--- config.mk ---
export PLATFORM = sky130hd
export DESIGN_NAME = rpn_stack_ram
export DESIGN_NICKNAME = d
export VERILOG_FILES = /design/src/rtl/rpn_pkg.sv /design/src/rtl/rpn_stack_ram.sv
export SDC_FILE = /design/constraint.sdc
export NUM_CORES = 1
export LEC_CHECK = 0
export BUFFER_PORTS_ARGS = -buffer_cell sky130_fd_sc_hd__buf_2
export CORE_MARGIN = 4
export CORE_UTILIZATION = 55
export DETAILED_ROUTE_END_ITERATION = 8
export PLACE_DENSITY = 0.72
export SETUP_SLACK_MARGIN = 0.2
export SLEW_MARGIN = 20
export SYNTH_ARGS = -nofsm -noshare
export SYNTH_HDL_FRONTEND = slang
export SYNTH_SLANG_ARGS = --single-unit
--- constraint.sdc ---
create_clock -name clk -period 5.53 [get_ports clk]
set_clock_uncertainty 0.15 [all_clocks]
set_input_delay 0.2765 -clock clk [delete_from_list [all_inputs] [get_ports clk]]
set_output_delay 0.2765 -clock clk [all_outputs]
set_load 0.05 [all_outputs]
--- src/rtl/rpn_pkg.sv ---
package rpn_pkg;

  localparam int DATA_W      = 48;
  localparam int FRAC_BITS   = 24;
  localparam int STACK_DEPTH = 16;
  localparam int ADDR_W      = $clog2(STACK_DEPTH);
  localparam int CNT_W       = $clog2(STACK_DEPTH + 1);
  localparam int HALF_W      = DATA_W / 2;
  localparam int PROD_W      = 2 * DATA_W;
  localparam int QUO_W       = DATA_W + FRAC_BITS;
  localparam int TOK_LEN_W   = 2;
  localparam int STATUS_W    = 3;

  typedef logic signed [DATA_W-1:0] val_t;
  typedef logic [DATA_W-1:0]        mag_t;
  typedef logic [STATUS_W-1:0]      status_t;

  localparam val_t VAL_MAX = val_t'({1'b0, {(DATA_W-1){1'b1}}});
  localparam val_t VAL_MIN = val_t'({1'b1, {(DATA_W-1){1'b0}}});

  localparam status_t ST_OK       = 3'd0;
  localparam status_t ST_FEW      = 3'd1;
  localparam status_t ST_DIV0     = 3'd2;
  localparam status_t ST_INVALID  = 3'd3;
  localparam status_t ST_DEPTH    = 3'd4;
  localparam status_t ST_OVERFLOW = 3'd5;

  localparam logic [7:0] CH_TAB   = 8'h09;
  localparam logic [7:0] CH_CR    = 8'h0D;
  localparam logic [7:0] CH_SPACE = 8'h20;
  localparam logic [7:0] CH_STAR  = 8'h2A;
  localparam logic [7:0] CH_PLUS  = 8'h2B;
  localparam logic [7:0] CH_MINUS = 8'h2D;
  localparam logic [7:0] CH_SLASH = 8'h2F;
  localparam logic [7:0] CH_0     = 8'h30;
  localparam logic [7:0] CH_9     = 8'h39;

  typedef enum logic [2:0] {
    S_IDLE,
    S_EXEC,
    S_MUL,
    S_DIV,
    S_FIN
  } state_t;

  typedef enum logic [1:0] {
    OP_ADD,
    OP_SUB,
    OP_MUL,
    OP_DIV
  } op_t;

  function automatic mag_t fx_mag(input val_t v);
    mag_t m;
    m = $unsigned(v);
    if (v[DATA_W-1]) begin
      m = mag_t'(0) - m;
    end
    return m;
  endfunction

  function automatic val_t fx_sat(input logic ovf, input logic neg, input mag_t mag);
    val_t r;
    if (ovf) begin
      r = neg ? VAL_MIN : VAL_MAX;
    end else if (neg) begin
      r = val_t'(mag_t'(0) - mag);
    end else begin
      r = val_t'(mag);
    end
    return r;
  endfunction

endpackage

--- src/rtl/rpn_stack_ram.sv ---
module rpn_stack_ram
  import rpn_pkg::*;
(
  input  logic              clk,
  input  logic              wr_en,
  input  logic [ADDR_W-1:0] wr_addr,
  input  val_t              wr_data,
  input  logic [ADDR_W-1:0] rd_addr,
  output val_t              rd_data
);

  val_t mem [STACK_DEPTH];
  val_t rd_data_r;

  always_ff @(posedge clk) begin
    if (wr_en) begin
      mem[wr_addr] <= wr_data;
    end
    rd_data_r <= mem[rd_addr];
  end

  assign rd_data = rd_data_r;

endmodule

==> flow_results.org <==
** Run status
- The run finished with clean final reports.

** Setup path
- Destination of the worst register-to-register timing path :: rd_data[43]
- The critical path runs through a total of 4 cells.
- Critical path endpoint category :: flop
- Measured in cells, the most critical reg-to-reg path has a length of 3.
- Critical path required time :: 5.61 ns
- Launch instance of the worst register-to-register path :: mem[0][43]
- The critical path ends at mem[10][3].
- Register-to-register path setup slack :: 4.01 ns
- The worst setup path is launched from an input port.
- Worst Setup SP :: wr_addr[2]
- Critical path class :: input port to flop
- Critical-path cell list :: buf_2 -> nand3b_1 -> nor2_4 -> buf_4
- Largest incremental delay on the critical path :: 0.90 ns
- The slowest stage of the critical path is the sky130_fd_sc_hd__nor2_4 cell.
- CP bufs+invs :: 2
- CP top delay family :: simple AND/OR/NAND/NOR gates
- Arrival time at the worst endpoint :: 2.28 ns
- Largest driver fanout on the critical path :: 26

** Clock tree
- Counting every sink on the clock net gives 816.
- Clock Tree Root :: sky130_fd_sc_hd__clkbuf_16
- The clock tree synthesis step divided the H-tree into 3 levels.
- After clock tree synthesis, the clock-pin slew on the worst setup and hold paths is 0.06 ns.
- Counting the buffers created by CTS gives 77.
- For the worst-skew pair, the clock arrives at the later sink with an insertion delay of 0.60 ns.
- CTS tree :: yes
- Clk buf depth :: 3
- Buffer count from post-CTS setup fixing :: 0

** Floorplan
- From left edge to right edge, the die measures 240 um.
- Total I/O pin count :: 106
- The initial utilization of the core area, before any placement, comes to between 50% and 60%.
- The die covers 0.0578 sq mm.
- Standard-cell row count :: 84
- Placeable core region :: around 0.053 sq mm
- Y dimension of the die :: 240 um

** Cells and area
- Utilization after layout :: between 60% and 70%
- Area growth from synthesis to layout :: 15.4%
- Final-stage net count :: 1503
- Most common cell after layout, fill and taps aside :: sky130_fd_sc_hd__edfxtp_1
- The repair_antennas step left the layout with diodes totalling 0.
- Most frequent cells in the layout :: sky130_fd_sc_hd__edfxtp_1, sky130_fd_sc_hd__mux4_2, sky130_fd_sc_hd__buf_2
- Cells with a size suffix above 1 make up 31.0% of the layout.

** STA
- Setup repair after global routing left no endpoint under its margin.
- At the pin with the least slew margin, the transition time is 1.04 ns.
- Hold Fails Final Rpt :: 0
- For this run, the top clock speed supported by timing is 454 MHz.
- Measured against its own limit, the worst slew margin works out to 30.4%.
- The final count of pins violating max slew is 0.
- Setup TNS after final layout :: 0 ns
- Setup violations remaining at the end of the flow were counted as 0.
- In the finished design, the share of the clock period the worst path needs comes to 39.9%.
- Period minus WS final :: ~2.2 ns

** Routing
- WL/cell :: 28.1 um
- DRT Wirelength :: around 62 mm
- Dividing the detail-routed via count by the number of cells gives 6.20.
- Routed length on met2 :: 31.6 mm
- The detailed router finished its first iteration with ~1500 violations.
- Met1 WL :: 24.5 mm
- In the routed design, unresolved DRC markers number 0.
- DR top layer :: met5
- Final ANT Viol Nets :: 0
- The routed layout has 13600 vias.
- Wire segments on met3 add up to 4.41 mm in the final route.
- Initial DRT Pass Iterations :: 5

** Flow run
- Max-cap violations in this run came to 0.

** GRT
- Antenna violations before repair :: 1
- The first global-routing pass estimated between 90 and 100 mm of wire.
- Global routing used 22.0% of the available tracks.
- Vias in the first global route :: ~14000
- Remaining global-route overflow :: 0
- Pin count of the biggest net entering global routing :: between 90 and 100

** Placed design
- Input and output buffers added on the ports amount to ~110.
- After legalization and detailed placement, the total HPWL measured 30.0 mm.
- Placer congestion estimate :: around 0.73

** Pwr
- Power comes to 12.9 mW.
- For this design the static power due to leakage is 11.1 nW.
- Dividing total power by cell area gives a power density of roughly 380 mW/mm^2.
- Max VDD drop :: between 0.2 and 0.25 mV

** Logic synthesis
- During synthesis, Yosys emitted a total of 0 warnings.
- Counting flops and latches in the post-synthesis netlist gives 816.
- Post-synthesis sequential area ratio :: around 81%
- The synthesized netlist occupies a cell area of 0.0297 sq mm.
- Synthesized netlist net count :: 1300
- Per-instance average area after synthesis :: 23.9 sq um
- Count of unique library cells instantiated by Yosys :: 17
- After technology mapping, the gate count stands at about 1200.

** Min path
- Worst hold path depth :: 3
- Path category of the worst min-delay check :: input port to flop
registers in the layout (all words and copies together), names as in the netlist:
name and cells:
mem 768, rd_data 48
worst register-to-register path: cells and delay by family, from the launching register on:
family | cells | cell delay, ns
muxes | 1 | 0.46
and+or+nand+nor | 1 | 0.14
DFF | 1 | 0.37
AOI/OAI and AO/OA | 1 | 0.27
through the flow:
stage,cell area (sq um),worst slack (ns),hold slack (ns),instances
floorplan,29700,0.799,0.225,1242
global placement,31200,2.67,0.490,2002
detailed placement,31200,2.62,0.504,2004
CTS,34200,3.25,0.205,2191
global route,34300,3.14,0.244,2193
finish,34300,3.33,0.232,2193
how the worst min path moves through the flow:
| stage | startpoint | to | slack, ns |
|---|---|---|---|
| after global placement | wr_data[30] | mem[14][30] | 0.49 |
| after detailed placement | mem[12][33] | rd_data[33] | 0.50 |
| after CTS | wr_addr[2] | mem[1][36] | 0.20 |
| after floorplan | wr_data[0] | mem[0][0] | 0.23 |
| final | wr_addr[3] | mem[1][26] | 0.23 |
| after global routing | wr_addr[2] | mem[1][34] | 0.24 |
cells in the mapped netlist, drive strengths merged:
| cell | instances | share of area [%] |
|---|---|---|
| edfxtp | 768 | 78 |
| nand2 | 49 | 0.62 |
| nand2b | 2 | 0.042 |
| nand3 | 1 | 0.017 |
| dfxtp | 48 | 3.2 |
| nor3 | 4 | 0.067 |
| nor2b | 2 | 0.042 |
| and2 | 1 | 0.021 |
| a22oi | 96 | 2.4 |
| nand3b | 2 | 0.051 |
| mux4 | 192 | 15 |
| buf | 35 | 0.70 |
| nor2 | 13 | 0.16 |
| clkbuf | 28 | 0.35 |
| or3b | 1 | 0.030 |
cell families after synthesis:
family / share of synthesized area (%)
DFF: 80.9
buffers and inverters: 1.06
muxes: 14.6
and+or+nand+nor: 1.05
AOI/OAI and AO/OA: 2.43
metal layers:
metal	vias up	track usage, %
met5	-	0
met4	2	5.86
met3	92	3.62
met2	557	36.7
met1	7241	31.0
li1	5715	-
power by group:
group / switching (mW) / leakage [nW] / internal [mW]
logic: 0.485 / 2.51 / 0.267
clock network: 2.15 / 1.24 / 3.04
registers: 0.0459 / 7.34 / 6.91
repair_timing:
action	in CTS	in global routing
resized for setup	0	0
hold buffers	48	0
endpoints found under the hold margin	768	0
area by class of cell:
class	count	area, sq um
Sequential cell	816	24000
Fill cell	3394	18700
Clock inverter	38	330
Clock buffer	101	2170
Timing Repair Buffer	187	1390
Tap cell	688	861
Multi-Input combinational cell	363	5490
Note: power is estimated with default switching activity, not from simulation.
