$ cat src/rtl/rpn_pkg.sv
package rpn_pkg;

  localparam int DATA_W      = 48;
  localparam int FRAC_BITS   = 24;
  localparam int STACK_DEPTH = 16;
  localparam int ADDR_W      = $clog2(STACK_DEPTH);
  localparam int CNT_W       = $clog2(STACK_DEPTH + 1);
  localparam int HALF_W      = DATA_W / 2;
  localparam int PROD_W      = 2 * DATA_W;
  localparam int QUO_W       = DATA_W + FRAC_BITS;
  localparam int TOK_LEN_W   = 2;
  localparam int STATUS_W    = 3;

  typedef logic signed [DATA_W-1:0] val_t;
  typedef logic [DATA_W-1:0]        mag_t;
  typedef logic [STATUS_W-1:0]      status_t;

  localparam val_t VAL_MAX = val_t'({1'b0, {(DATA_W-1){1'b1}}});
  localparam val_t VAL_MIN = val_t'({1'b1, {(DATA_W-1){1'b0}}});

  localparam status_t ST_OK       = 3'd0;
  localparam status_t ST_FEW      = 3'd1;
  localparam status_t ST_DIV0     = 3'd2;
  localparam status_t ST_INVALID  = 3'd3;
  localparam status_t ST_DEPTH    = 3'd4;
  localparam status_t ST_OVERFLOW = 3'd5;

  localparam logic [7:0] CH_TAB   = 8'h09;
  localparam logic [7:0] CH_CR    = 8'h0D;
  localparam logic [7:0] CH_SPACE = 8'h20;
  localparam logic [7:0] CH_STAR  = 8'h2A;
  localparam logic [7:0] CH_PLUS  = 8'h2B;
  localparam logic [7:0] CH_MINUS = 8'h2D;
  localparam logic [7:0] CH_SLASH = 8'h2F;
  localparam logic [7:0] CH_0     = 8'h30;
  localparam logic [7:0] CH_9     = 8'h39;

  typedef enum logic [2:0] {
    S_IDLE,
    S_EXEC,
    S_MUL,
    S_DIV,
    S_FIN
  } state_t;

  typedef enum logic [1:0] {
    OP_ADD,
    OP_SUB,
    OP_MUL,
    OP_DIV
  } op_t;

  function automatic mag_t fx_mag(input val_t v);
    mag_t m;
    m = $unsigned(v);
    if (v[DATA_W-1]) begin
      m = mag_t'(0) - m;
    end
    return m;
  endfunction

  function automatic val_t fx_sat(input logic ovf, input logic neg, input mag_t mag);
    val_t r;
    if (ovf) begin
      r = neg ? VAL_MIN : VAL_MAX;
    end else if (neg) begin
      r = val_t'(mag_t'(0) - mag);
    end else begin
      r = val_t'(mag);
    end
    return r;
  endfunction

endpackage

$ cat src/rtl/rpn_div.sv
module rpn_div
  import rpn_pkg::*;
(
  input  logic clk,
  input  logic rst_n,
  input  logic start,
  input  val_t a,
  input  val_t b,
  output logic done,
  output val_t result
);

  localparam int DCNT_W = $clog2(QUO_W + 1);

  logic              busy_r;
  logic [DCNT_W-1:0] cnt_r;
  mag_t              rem_r, ub_r;
  logic [QUO_W-1:0]  dvd_r, quo_r;
  logic              neg_r;
  logic [DATA_W:0]   trial, diff;
  logic              ge, stepping, ovf;

  assign stepping = busy_r && cnt_r != DCNT_W'(QUO_W);
  assign trial    = {rem_r, dvd_r[QUO_W-1]};
  assign diff     = trial - {1'b0, ub_r};
  assign ge       = trial >= {1'b0, ub_r};

  always_ff @(posedge clk) begin
    if (!rst_n) begin
      busy_r <= 1'b0;
    end else if (start) begin
      busy_r <= 1'b1;
    end else if (done) begin
      busy_r <= 1'b0;
    end
  end

  always_ff @(posedge clk) begin
    if (start) begin
      cnt_r <= '0;
      rem_r <= '0;
      ub_r  <= fx_mag(b);
      dvd_r <= QUO_W'(fx_mag(a)) << FRAC_BITS;
      quo_r <= '0;
      neg_r <= a[DATA_W-1] ^ b[DATA_W-1];
    end else if (stepping) begin
      cnt_r <= cnt_r + DCNT_W'(1);
      dvd_r <= dvd_r << 1;
      rem_r <= ge ? diff[DATA_W-1:0] : trial[DATA_W-1:0];
      quo_r <= {quo_r[QUO_W-2:0], ge};
    end
  end

  assign ovf    = |quo_r[QUO_W-1:DATA_W-1];
  assign done   = busy_r && cnt_r == DCNT_W'(QUO_W);
  assign result = fx_sat(ovf, neg_r, quo_r[DATA_W-1:0]);

endmodule

$ cat config.mk
export PLATFORM = sky130hd
export DESIGN_NAME = rpn_div
export DESIGN_NICKNAME = d
export VERILOG_FILES = /design/src/rtl/rpn_pkg.sv /design/src/rtl/rpn_div.sv
export SDC_FILE = /design/constraint.sdc
export NUM_CORES = 1
export LEC_CHECK = 0
export BUFFER_PORTS_ARGS = -buffer_cell sky130_fd_sc_hd__buf_4
export CAP_MARGIN = 15
export CORE_UTILIZATION = 60
export CTS_CLUSTER_DIAMETER = 40
export DETAILED_ROUTE_END_ITERATION = 10
export GPL_ROUTABILITY_DRIVEN = 0
export GPL_TIMING_DRIVEN = 0
export PLACE_DENSITY = 0.8
export SETUP_SLACK_MARGIN = 0.1
export SLEW_MARGIN = 20
export SYNTH_ARGS = -nofsm -noshare
export SYNTH_HDL_FRONTEND = slang
export SYNTH_SLANG_ARGS = --single-unit
$ cat constraint.sdc
create_clock -name clk -period 4.5 [get_ports clk]
set_input_delay 0.675 -clock clk [delete_from_list [all_inputs] [get_ports clk]]
set_output_delay 0.675 -clock clk [all_outputs]
set_load 0.1 [all_outputs]
==> qor.yml, run 1 <==
yosys-top-cells-area: "edfxtp_1, dfxtp_1, nand2_1, a21oi_1, o21ai_0"
synth_seq_cells: 225
routed_wl_mm: 41.1
layout.nets: 2172
required_ns: 3.83
start_util_pct: 61.6
drcViolationCount: 0
crit_fanout: 3
dr_wl_met3_mm: 3.48
die_w_um: 158
root_buffer: "clkbuf_16"
syn-cell-area_um2: 14500
antenna_found_initial: 0
endpoint_kind: "output pin"
wl_per_cell_um: 17.4
met1_length_mm: 17.4
regArea_um2: 5490
clock_tree.buffer_depth: 3
grt_usage_pct: 33.0
synth_area_leader_cell: "edfxtp_1"
drive_above_1_share_pct: 13.9
path_delay_family: "simple AND/OR/NAND/NOR gates"
cts_tree: "built"
leakagePower_nw: 7.01
report.final.slew_viol_count: 0
cap_violations: 0
hold_class: "in2reg"
path_cells: "or4_4, or3_4, or3_4, or4_4, or4_4, o41ai_4, xor2_4, buf_12"
drt-pass1-iter-count: 6
cp_common_cell: "or4_4"
clk_latency_ns: 0.51
cp.arrival_ns: 3.74
met2_length_mm: 18.8
syn_nets: 1979
io_pins: 148
ir_drop_mv: 0.358
antenna_left: 0
n_fill_cell: 1827
preCtsSetupSlack_ns: -0.0722
top_layer: "met4"
drt_iter0_markers: 1541
grt_remaining_overflow: 0
vias_per_cell: 6.17
syn-mean-instance-area_um2: 7.96
cts.sinks: 225
grt_first_pass_wirelength_mm: 65.9
portBuffers: 146
numCtsBuffers: 35
synthCells: 1826
synth.distinct_cells: 68
fmax_ghz: 0.227
powerDensity_nw_per_um2: 392
setup_viol: 0
path_buf_inv: 1
num_vias: 14600
slowest_stage: "or4_4"
cts.clk_slew.worst_paths_ns: 0.06
dieArea_um2: 24900
area_growth_pct: 21.1
synthFlopType: "dfxtp_1"
ys_seq_area_share_pct: 37.7
grt_max_degree: 51
tightest_slew_ns: 1.25
start_kind: "register"
hold_violations: 0
worst_hold_slack_ns: 0.363
dp_hpwl_mm: 29.5
ys_warn_count: 0
die_h_um: 158
worst_slack_ns: 0.0897
ys_top_cells_by_count: "nand2_1, a21oi_1, o21ai_0, dfxtp_1, nor2_1"
synth_top_area_share_pct: 20.0
cts_hold_buf: 0
setup.worst_path.class: "reg2out"
multiInputGateArea_um2: 8590
rsz0062_at_grt: "true"
core_area_um2: 23600
antenna_cells: 0
final_util_pct: 74.6
synthArstFlopShare_pct: 0
row_count: 56
relSlewSlack_pct: 15.7
synth_edf_count: 97
critPathMaxStageDelay_ns: 0.54
grt_pass1_vias: 13400
outcome: "complete, no violations"
final.period_utilization_pct: 98.0
htreeDepth: 2
fin_crit_ns: 4.41
skew_ns: 0.0110
yosysMostFrequentCell: "nand2_1"
## per-layer routing
layer | vias to the layer above | global-route usage (%)
met3 | 146 | 5.56
met4 | 0 | 12.8
met2 | 733 | 53.4
li1 | 6921 | -
met1 | 6776 | 44.0
met5 | - | 0
## cells in the final DEF (no fill, tap or decap), types with 6 or more instances in the layout
master     instances
a211oi_1          13
a21o_1            27
a21oi_1          195
a31oi_1           43
and2_1            11
and3_1             8
buf_4            153
clkbuf_1         101
clkbuf_16         37
dfxtp_1          124
edfxtp_1          97
ha_1              53
inv_1             87
nand2_1          319
nand2b_1           7
nand3_1           27
nand4_1           17
nor2_1           127
nor2b_1            8
nor3_1            25
nor3b_1            6
nor4_1            13
o21ai_0          136
o21bai_1          11
o311ai_0           6
o311ai_2          10
o31ai_1           34
o41ai_1           13
or2_2              8
or3_1             40
or3_4              8
or4_1              7
xnor2_1           71
xor2_1            66
## cell type report
cell class | count | area share (%)
plain buffers | 106 | 2.34
inverters | 87 | 1.86
multi-input cells | 1408 | 48.8
clock inverters | 18 | 1.15
well taps | 319 | 2.27
clock buffers | 45 | 5.60
flip-flops and latches | 225 | 31.2
repair buffers | 156 | 6.84
## registers in the layout, summed over array words and instances, names as in the netlist
signal / flops
neg_r: 1
cnt_r: 7
ub_r: 48
rem_r: 48
dvd_r: 48
busy_r: 1
quo_r: 72
## cell families (layout without fill, tap and decap cells)
| kind of cell | after synthesis | in the layout | share of synthesized area, % |
|---|---|---|---|
| AO/OA/AOI/OAI | 547 | 547 | 23.0 |
| multiplexers | 3 | 3 | 0.207 |
| XOR/XNOR | 141 | 141 | 8.49 |
| flip-flops | 225 | 225 | 37.7 |
| adder cells (fa/ha/maj) | 54 | 54 | 4.70 |
| AND/OR/NAND/NOR | 663 | 663 | 20.9 |
| buffers and inverters | 193 | 412 | 5.03 |
## power by group
part / leakage [nW] / internal, W / switching (W)
clock network: 0.584 / 0.00174 / 0.000990
registers: 1.99 / 0.00230 / 0.0000714
logic: 4.43 / 0.000593 / 0.00121
## per-stage QoR
stage / std cells / TNS [ns] / area, um^2 / total power, W
2_1_floorplan: 1826 / -6.13 / 14700 / 0.00365
3_3_place_gp: 2291 / -0.00554 / 16200 / 0.00409
3_5_place_dp: 2292 / -0.0851 / 16200 / 0.00413
4_1_cts: 2360 / -0.113 / 17500 / 0.00686
5_1_grt: 2364 / -0.0165 / 17600 / 0.00716
6_report: 2364 / 0 / 17600 / 0.00690
## repair_timing
action,CTS,global route
pin swaps,6,7
gates resized for setup,26,16
endpoints found under the setup margin,10,38
endpoints found under the hold margin,0,0
setup buffers,5,4
## final timing paths
check,startpoint,endpoint,cells after the start,slack [ns]
hold reg to reg,quo_r[50],quo_r[50],2,0.47
hold / removal,b[0],ub_r[0],1,0.36
setup / recovery,quo_r[29],result[45],8,0.09
setup reg to reg,ub_r[0],rem_r[44],11,0.38
No activity file was read; power rests on OpenSTA's default activity.
==> run 2: changes to the inputs <==
- CORE_MARGIN: not set -> 4
- PLACE_DENSITY: 0.8 -> not set
- PLACE_DENSITY_LB_ADDON: not set -> 0.25
- SKIP_CTS_REPAIR_TIMING: not set -> 1
==> qor.yml, run 2 (synthesis gave the netlist of run 1 again) <==
holdCritStartpoint: "b[0]"
reg2regPathDepth: 14
wl_per_cell_um: 17.3
ir_drop_mv: 0.261
skew_ns: 0.0148
leakagePower_nw: 6.90
largest-register: "quo_r"
setup.worst_path.class: "reg2out"
fin_crit_ns: 4.66
grt_max_degree: 51
portBuffers: 146
drt_iter0_markers: 1518
cts.sinks: 225
powerDensity_nw_per_um2: 383
cts.clk_slew.worst_paths_ns: 0.06
final.period_utilization_pct: 104
grtUsageMet1_pct: 39.5
crit_fanout: 5
drive_above_1_share_pct: 13.1
grt.busiest_layer: "met2"
vias_per_cell: 6.09
cap_violations: 0
grt_pass1_vias: 13600
clk_latency_ns: 0.56
worst_slack_ns: -0.165
numCtsBuffers: 31
antenna_left: 0
drcViolationCount: 0
outcome: "finished with violations"
grt_first_pass_wirelength_mm: 65.6
holdPathStages: 1
violations: "setup timing"
layoutNonFillerInstCount: 2351
drt-pass1-iter-count: 7
grt.met3_usage_pct: 3.94
use_met2_pct: 48.4
grt_usage_pct: 29.4
row_count: 56
r2r_end: "rem_r[2]"
hold_class: "in2reg"
setup_viol: 1
required_ns: 3.83
routed_wl_mm: 40.7
preCtsSetupSlack_ns: -0.00384
grt_remaining_overflow: 0
area_growth_pct: 19.9
io_pins: 148
die_h_um: 164
start_kind: "register"
place_inst: 2292
endpoint_kind: "output pin"
layout.nets: 2161
cts_tree: "built"
dp_hpwl_mm: 29.4
rsz0062_at_grt: "true"
antenna_cells: 0
tightest_slew_ns: 1.16
relSlewSlack_pct: 21.9
report.final.slew_viol_count: 0
core_area_um2: 23700
root_buffer: "clkbuf_16"
fmax_ghz: 0.214
largest_reg_flops: 72
layout_common_cells: "nand2_1, a21oi_1, buf_4"
hold_end: "ub_r[0]"
cp.arrival_ns: 3.99
hold_violations: 0
num_vias: 14300
p_total_w: 0.00668
regToRegSetupSlack_ns: 0.36
layout_commonest_cell: "nand2_1"
clock_tree.buffer_depth: 3
dieArea_um2: 26800
antenna_found_initial: 0
start_util_pct: 61.4
r2r-start: "ub_r[10]"
die_w_um: 164
htreeDepth: 1
[run 2: worst max path at each step]
stage | startpoint | endpoint | slack (ns) | cells after the start
after floorplan | quo_r[61] | result[2] | -1.08 | 6
after global placement | quo_r[2] | result[43] | 0.009 | 10
after detailed placement | quo_r[2] | result[43] | -0.004 | 10
after CTS | quo_r[2] | result[43] | -0.60 | 10
after global routing | quo_r[26] | result[45] | -0.25 | 8
final | quo_r[26] | result[45] | -0.16 | 8
[run 2: layout make-up]
type / count / area (um^2)
Tap cell: 319 / 399
Buffer: 106 / 410
Multi-Input combinational cell: 1408 / 8570
Clock inverter: 17 / 198
Timing Repair Buffer: 149 / 1170
Fill cell: 1840 / 6250
Sequential cell: 225 / 5480
Clock buffer: 40 / 873
Inverter: 87 / 327
[run 2: where the power goes]
part / switching [W] / internal [W]
sequential: 0.0000717 / 0.00230
combinational: 0.00120 / 0.000586
clock: 0.000974 / 0.00156
[run 2: critical path, stage by stage, from the launching register on]
cell and delay (ns):
dfxtp_4 0.35, or4_4 0.55, or3_4 0.36, or3_4 0.35, or4_4 0.55, or4_4 0.47
o41ai_4 0.41, xor2_4 0.20, buf_12 0.19
[run 2: through the flow]
step | setup TNS, ns | area, um^2 | hold slack, ns | utilization [%]
floorplan | -6.13 | 14700 | 0.436 | -
global placement | 0 | 16200 | 0.453 | 68.3
detailed placement | -0.00384 | 16200 | 0.460 | 68.4
CTS | -1.67 | 17300 | 0.297 | 72.9
global route | -0.307 | 17400 | 0.307 | 73.6
finish | -0.165 | 17400 | 0.310 | 73.6
[run 2: layer usage]
metal,vias to the layer above,wire [um]
met3,104,3120
li1,6883,-
met4,0,1390
met5,-,0
met1,6693,17400
met2,644,18800
